### src/design/csfw_pkg.sv
`default_nettype none
package csfw_pkg;

	localparam int WAIT_DEPTH_DEF = 16;
	localparam int TASK_BITS_DEF = 8;
	localparam int COUNT_W = 8;
	localparam int STATUS_W = 2;

	localparam logic [STATUS_W-1:0] ST_OK = 2'd0;
	localparam logic [STATUS_W-1:0] ST_RELEASE_AT_ZERO = 2'd1;
	localparam logic [STATUS_W-1:0] ST_QUEUE_FULL = 2'd2;

	localparam logic [COUNT_W-1:0] LIMIT_RESET = 8'd1;

	localparam logic KIND_ACQUIRE = 1'b0;
	localparam logic KIND_RELEASE = 1'b1;

endpackage
`default_nettype wire

### src/design/counting_semaphore_fifo_waiters.sv
`default_nettype none
// Counting semaphore with a FIFO wait queue. Each transaction is an acquire (kind 0) or a
// release (kind 1) for task_id. An acquire is granted while the holder count is below
// holder_limit (written through cfg_we/cfg_wdata, reset value 1); otherwise the task joins
// a WAIT_DEPTH-entry wait queue and is reported blocked, or is dropped with status 2 when
// the queue is full. A release hands the semaphore to the oldest waiter (woken_valid,
// woken_task) or lowers the count; a release at count zero with an empty queue changes
// nothing and reports status 1. One request can be accepted every cycle while results
// are being taken. A result is registered in stage 1 and then in the result register
// before it is presented; the result register captures the registered wait queue RAM read.
// While out_stall holds a result, at most one more request is taken, then in_stall rises.
module counting_semaphore_fifo_waiters #(
	parameter int WAIT_DEPTH = csfw_pkg::WAIT_DEPTH_DEF,
	parameter int TASK_BITS = csfw_pkg::TASK_BITS_DEF
) (
	input  wire logic                             clk,
	input  wire logic                             arst_n,
	input  wire logic                             cfg_we,
	input  wire logic [csfw_pkg::COUNT_W-1:0]     cfg_wdata,
	input  wire logic                             in_valid,
	output logic                                  in_stall,
	input  wire logic                             kind,
	input  wire logic [TASK_BITS-1:0]             task_id,
	output logic                                  out_valid,
	input  wire logic                             out_stall,
	output logic                                  granted,
	output logic                                  blocked,
	output logic                                  woken_valid,
	output logic [TASK_BITS-1:0]                  woken_task,
	output logic [csfw_pkg::COUNT_W-1:0]          holders,
	output logic [csfw_pkg::STATUS_W-1:0]         status
);

	import csfw_pkg::*;

	localparam int PTR_W = $clog2(WAIT_DEPTH);
	localparam int FILL_W = $clog2(WAIT_DEPTH + 1);

	logic [COUNT_W-1:0]  limit_q;
	logic [COUNT_W-1:0]  count_q;
	logic [PTR_W-1:0]    head_q;
	logic [PTR_W-1:0]    tail_q;
	logic [FILL_W-1:0]   fill_q;

	logic                valid_s1;
	logic                granted_s1;
	logic                blocked_s1;
	logic                pop_s1;
	logic [COUNT_W-1:0]  holders_s1;
	logic [STATUS_W-1:0] status_s1;

	logic                valid_s2;
	logic                granted_s2;
	logic                blocked_s2;
	logic                woken_valid_s2;
	logic [TASK_BITS-1:0] woken_task_s2;
	logic [COUNT_W-1:0]  holders_s2;
	logic [STATUS_W-1:0] status_s2;

	logic                advance_s1;
	logic                accept;
	logic                can_grant;
	logic                queue_full;
	logic                queue_empty;
	logic                do_grant;
	logic                do_push;
	logic                do_pop;
	logic                do_dec;
	logic [COUNT_W-1:0]  count_nxt;
	logic [STATUS_W-1:0] status_nxt;
	logic [TASK_BITS-1:0] ram_rdata;

	// stage 1 moves on when the result register is free or being taken
	assign advance_s1 = !valid_s2 || !out_stall;
	assign in_stall = valid_s1 && !advance_s1;
	assign accept = in_valid && !in_stall;

	assign can_grant = count_q < limit_q;
	assign queue_full = fill_q == FILL_W'(WAIT_DEPTH);
	assign queue_empty = fill_q == '0;

	assign do_grant = accept && (kind == KIND_ACQUIRE) && can_grant;
	assign do_push = accept && (kind == KIND_ACQUIRE) && !can_grant && !queue_full;
	assign do_pop = accept && (kind == KIND_RELEASE) && !queue_empty;
	assign do_dec = accept && (kind == KIND_RELEASE) && queue_empty && (count_q != '0);

	always_comb begin
		count_nxt = count_q;
		if (do_grant) begin
			count_nxt = count_q + COUNT_W'(1);
		end else if (do_dec) begin
			count_nxt = count_q - COUNT_W'(1);
		end
	end

	always_comb begin
		status_nxt = ST_OK;
		if (kind == KIND_ACQUIRE) begin
			if (!can_grant && queue_full) begin
				status_nxt = ST_QUEUE_FULL;
			end
		end else if (queue_empty && (count_q == '0)) begin
			status_nxt = ST_RELEASE_AT_ZERO;
		end
	end

	function automatic logic [PTR_W-1:0] next_slot(input logic [PTR_W-1:0] p);
		logic [PTR_W-1:0] r;
		r = (p == PTR_W'(WAIT_DEPTH - 1)) ? '0 : p + PTR_W'(1);
		return r;
	endfunction

	always_ff @(posedge clk or negedge arst_n) begin
		if (!arst_n) begin
			limit_q <= LIMIT_RESET;
		end else if (cfg_we) begin
			limit_q <= cfg_wdata;
		end
	end

	always_ff @(posedge clk or negedge arst_n) begin
		if (!arst_n) begin
			count_q <= '0;
			head_q <= '0;
			tail_q <= '0;
			fill_q <= '0;
		end else begin
			count_q <= count_nxt;
			if (do_push) begin
				tail_q <= next_slot(tail_q);
				fill_q <= fill_q + FILL_W'(1);
			end else if (do_pop) begin
				head_q <= next_slot(head_q);
				fill_q <= fill_q - FILL_W'(1);
			end
		end
	end

	csfw_ram #(
		.WIDTH(TASK_BITS),
		.DEPTH(WAIT_DEPTH)
	) u_queue (
		.clk(clk),
		.we(do_push),
		.waddr(tail_q),
		.wdata(task_id),
		.re(do_pop),
		.raddr(head_q),
		.rdata(ram_rdata)
	);

	always_ff @(posedge clk or negedge arst_n) begin
		if (!arst_n) begin
			valid_s1 <= 1'b0;
		end else if (!in_stall) begin
			valid_s1 <= accept;
		end
	end

	always_ff @(posedge clk) begin
		if (accept) begin
			granted_s1 <= do_grant;
			blocked_s1 <= do_push;
			pop_s1 <= do_pop;
			holders_s1 <= count_nxt;
			status_s1 <= status_nxt;
		end
	end

	always_ff @(posedge clk or negedge arst_n) begin
		if (!arst_n) begin
			valid_s2 <= 1'b0;
		end else if (advance_s1) begin
			valid_s2 <= valid_s1;
		end
	end

	always_ff @(posedge clk) begin
		if (advance_s1 && valid_s1) begin
			granted_s2 <= granted_s1;
			blocked_s2 <= blocked_s1;
			woken_valid_s2 <= pop_s1;
			woken_task_s2 <= pop_s1 ? ram_rdata : '0;
			holders_s2 <= holders_s1;
			status_s2 <= status_s1;
		end
	end

	assign out_valid = valid_s2;
	assign granted = granted_s2;
	assign blocked = blocked_s2;
	assign woken_valid = woken_valid_s2;
	assign woken_task = woken_task_s2;
	assign holders = holders_s2;
	assign status = status_s2;

endmodule
`default_nettype wire

### src/design/csfw_ram.sv
`default_nettype none
module csfw_ram #(
	parameter int WIDTH = 8,
	parameter int DEPTH = 16
) (
	input  wire logic                     clk,
	input  wire logic                     we,
	input  wire logic [$clog2(DEPTH)-1:0] waddr,
	input  wire logic [WIDTH-1:0]         wdata,
	input  wire logic                     re,
	input  wire logic [$clog2(DEPTH)-1:0] raddr,
	output logic      [WIDTH-1:0]         rdata
);

	logic [WIDTH-1:0] mem_q [DEPTH];

	always_ff @(posedge clk) begin
		if (we) begin
			mem_q[waddr] <= wdata;
		end
		if (re) begin
			rdata <= mem_q[raddr];
		end
	end

endmodule
`default_nettype wire

### config.mk
export PLATFORM = sky130hd
export DESIGN_NAME = counting_semaphore_fifo_waiters
export DESIGN_NICKNAME = d
export VERILOG_FILES = /design/src/design/csfw_pkg.sv /design/src/design/counting_semaphore_fifo_waiters.sv /design/src/design/csfw_ram.sv
export SDC_FILE = /design/constraint.sdc
export NUM_CORES = 1
export LEC_CHECK = 0
export BUFFER_PORTS_ARGS = -buffer_cell sky130_fd_sc_hd__buf_4
export CAP_MARGIN = 20
export CORE_UTILIZATION = 50
export CTS_CLUSTER_SIZE = 12
export DETAILED_ROUTE_END_ITERATION = 8
export PLACE_DENSITY_LB_ADDON = 0.15
export SYNTH_ARGS = -nofsm -noshare
export SYNTH_HDL_FRONTEND = slang
export SYNTH_SLANG_ARGS = --single-unit
### constraint.sdc
create_clock -name clk -period 3.3 [get_ports clk]
set_clock_uncertainty 0.15 [all_clocks]
set_input_delay 0 -clock clk [delete_from_list [all_inputs] [get_ports clk]]
set_output_delay 0 -clock clk [all_outputs]
set_load 0.02 [all_outputs]
==> impl_metrics.sql <==
INSERT INTO impl_metrics (metric_group, metric, value, unit) VALUES
('critical_path', 'cp_max_fo', '10', ''),
('min_path', 'hold_path_class', 'in -> reg', ''),
('synth', 'synth_fa_ha_area_share', '2.99', '%'),
('timing', 'max-slew-margin-rel', '41.1', '%'),
('clock_network', 'postCtsSetupRepairBufs', '0', ''),
('clock_network', 'clock_tree.htree_level_count', '1', ''),
('layout', 'postLayoutCoreUtil', '62.2', '%'),
('synth', 'synthTopCellsByCount', 'sky130_fd_sc_hd__edfxtp_1 (170), sky130_fd_sc_hd__mux4_2 (32), sky130_fd_sc_hd__dfrtp_1 (30)', ''),
('route', 'dr.pass1.iters', '7', ''),
('global_routing', 'grt_max_degree', '37', ''),
('timing', 'rsz0062_at_grt', 'false', ''),
('min_path', 'worstHoldStart', 'out_stall', ''),
('route', 'vias_per_cell', '5.42', ''),
('pwr', 'power_density', '735', 'nW/µm²'),
('place', 'detailedPlacementHpwl', '9560', 'µm'),
('pwr', 'power.static_leakage', '3.53', 'nW'),
('die', 'rows', '46', ''),
('die', 'initial_core_util', '51.4', '%'),
('critical_path', 'critical_path.max_stage_delay', '0.44', 'ns'),
('route', 'drt_iter0_markers', '302', ''),
('global_routing', 'antenna_found_initial', '0', ''),
('die', 'die-width', '130', 'µm'),
('layout', 'nNetsFinal', '616', ''),
('layout', 'fill_cells', '1162', ''),
('timing', 'max_slew_vio_count', '0', ''),
('status', 'outcome', 'complete, no violations', ''),
('route', 'drtAntennaViolNets', '0', ''),
('timing', 'timing_hold_violations_final', '0', ''),
('clock_network', 'tritoncts_num_sinks', '201', ''),
('critical_path', 'worstReg2RegStart', 'valid_s1', ''),
('critical_path', 'startpoint_type', 'flip-flop', ''),
('die', 'core_area', '15900', 'µm²'),
('layout', 'syn2layout_area_growth', '20.9', '%'),
('timing', 'final_min_period_over_clock_period', '89.3', '%'),
('clock_network', 'cts_tree', 'built', ''),
('timing', 'worst_pin_slew', '0.883', 'ns'),
('synth', 'yosysTopAreaCell', 'sky130_fd_sc_hd__edfxtp_1', ''),
('synth', 'synth_enable_flop_cells', '170', ''),
('synth', 'post-synth-top-count-cell', 'sky130_fd_sc_hd__edfxtp_1', ''),
('place', 'portBuffers', '44', ''),
('die', 'die_height', '130', 'µm'),
('die', 'die-area', '16900', 'µm²'),
('synth', 'synth_seq_cells', '201', ''),
('critical_path', 'critPathSlowestCell', 'sky130_fd_sc_hd__fa_1', ''),
('clock_network', 'clk_path_buf_depth', '3', ''),
('synth', 'syn_avg_cell_area', '17.6', 'µm²'),
('critical_path', 'worst-path-buf-inv', '0', ''),
('pwr', 'vdd_drop_max', '363', 'µV'),
('global_routing', 'grt_pass1_wl', '24300', 'µm'),
('place', 'finalWeightedCongestion', '0.836', ''),
('clock_network', 'worst_setup_hold_path_clk_slew', '0.06', 'ns'),
('synth', 'simple_logic_cell_fraction_of_the_synthesized_area', '6.62', '%'),
('timing', 'fin_setup_tns', '0', 'ns'),
('synth', 'netlist.area_leader.share', '62.2', '%'),
('synth', 'dominantRegCellSynth', 'sky130_fd_sc_hd__edfxtp_1', ''),
('synth', 'synthesis.area', '8200', 'µm²'),
('critical_path', 'endpoint_kind', 'flip-flop', ''),
('critical_path', 'cp_top_family', 'simple AND/OR/NAND/NOR gates', ''),
('critical_path', 'critical_path.cell_chain', 'and3_1 -> nor3b_4 -> nand2_2 -> or2_1 -> fa_1 -> a21o_1 -> a21oi_1 -> nand2_1 -> o31ai_1 -> xnor2_1', ''),
('synth', 'synth_compound_gate_area_share', '4.39', '%'),
('route', 'via_count', '4346', ''),
('synth', 'yosys.area_share.xor_xnor', '1.39', '%'),
('clock_network', 'clk_latency', '0.50', 'ns'),
('critical_path', 'cp_launch_point', 'valid_s1', ''),
('critical_path', 'worst_ep_required_time', '3.58', 'ns'),
('pwr', 'total_power', '7.28', 'mW'),
('clock_network', 'cts_buffers', '22', ''),
('clock_network', 'clk_root_buffer_cell', 'sky130_fd_sc_hd__clkbuf_16', ''),
('synth', 'synthesis.instances', '465', ''),
('layout', 'num_antenna_cells', '0', ''),
('synth', 'synthTopCellsByArea', 'sky130_fd_sc_hd__edfxtp_1 (62%), sky130_fd_sc_hd__dfrtp_1 (9.2%), sky130_fd_sc_hd__mux4_2 (8.8%)', '');
final cells by class:
class / count / area [µm²] / area share [%]
Multi-Input combinational cell: 228 / 2160 / 21.8
Clock buffer: 25 / 562 / 5.67
Inverter: 15 / 56.3 / 0.568
Sequential cell: 201 / 5880 / 59.4
Tap cell: 216 / 270 / 2.73
Clock inverter: 10 / 60.1 / 0.606
Timing Repair Buffer: 107 / 916 / 9.24
logic make-up (layout without fill, tap and decap cells):
logic type / count (synthesis) / in the layout
DFF: 201 / 201
and+or+nand+nor: 93 / 93
AOI/OAI and AO/OA: 55 / 55
muxes: 48 / 48
buffers and inverters: 36 / 157
adders and majority gates: 19 / 19
xor gates and xnor gates: 13 / 13
sequential cells by signal, indices dropped and copies added, names as in the netlist, 4 cells and up:
name / count
count_q: 8
fill_q: 5
head_q: 4
holders: 8
holders_s1: 8
limit_q: 8
tail_q: 4
u_queue.mem_q: 128
u_queue.rdata: 8
woken_task: 8
timing repair:
action                    4_1_cts  5_1_grt
gates resized for setup         0        0
hold endpoints to repair      229        0
hold buffers                   38        0
report_power, final:
group,switching (mW),internal (mW)
Combinational,0.887,0.914
Clock,0.921,1.21
Sequential,0.312,3.03
Total,2.12,5.16
worst paths after layout:
check                              to  slack [ns]  cells past startpoint
max in group asynchronous   head_q[0]        2.43                      4
min in group asynchronous  limit_q[6]        0.37                      4
max                         fill_q[4]        0.35                     10
min reg2reg                   granted        0.27                      0
max reg2reg                 fill_q[4]        0.35                     10
min                         out_valid        0.15                      3
per-stage QoR:
| stage | hold slack (ns) | worst slack [ns] | instance area (µm²) | instances |
|---|---|---|---|---|
| 3_5_place_dp | -0.179 | 0.392 | 8880 | 728 |
| 4_1_cts | 0.134 | 0.357 | 9900 | 801 |
| 3_3_place_gp | -0.190 | 0.452 | 8880 | 728 |
| 2_1_floorplan | -0.446 | 0.304 | 8200 | 465 |
| 6_report | 0.147 | 0.353 | 9910 | 802 |
| 5_1_grt | 0.152 | 0.121 | 9910 | 802 |
worst min-delay path: cells and delay by family:
kind,cells,cell delay (ns)
AO/OA/AOI/OAI,1,0.11
buffers and inverters,2,0.65
metal layers:
layer,global-route usage [%],share of wire [%],up-vias
met4,5.54,1.6,0
met1,28.0,47,2176
met3,3.16,4.3,22
met5,0,0,-
li1,-,-,2043
met2,29.7,47,105
layout by cell type (no fill, tap or decap), types with 10 or more instances in the layout:
cell / instances
sky130_fd_sc_hd__a211oi_1: 11
sky130_fd_sc_hd__xnor2_1: 10
sky130_fd_sc_hd__a21oi_1: 12
sky130_fd_sc_hd__nor3_1: 21
sky130_fd_sc_hd__dfrtp_1: 29
sky130_fd_sc_hd__o21ai_0: 12
sky130_fd_sc_hd__nand2_1: 17
sky130_fd_sc_hd__ha_1: 18
sky130_fd_sc_hd__inv_1: 14
sky130_fd_sc_hd__buf_4: 68
sky130_fd_sc_hd__edfxtp_1: 170
sky130_fd_sc_hd__nor2b_1: 10
sky130_fd_sc_hd__mux4_2: 32
sky130_fd_sc_hd__clkbuf_16: 22
sky130_fd_sc_hd__dlygate4sd3_1: 37
Power figures use the tool's default switching activity.
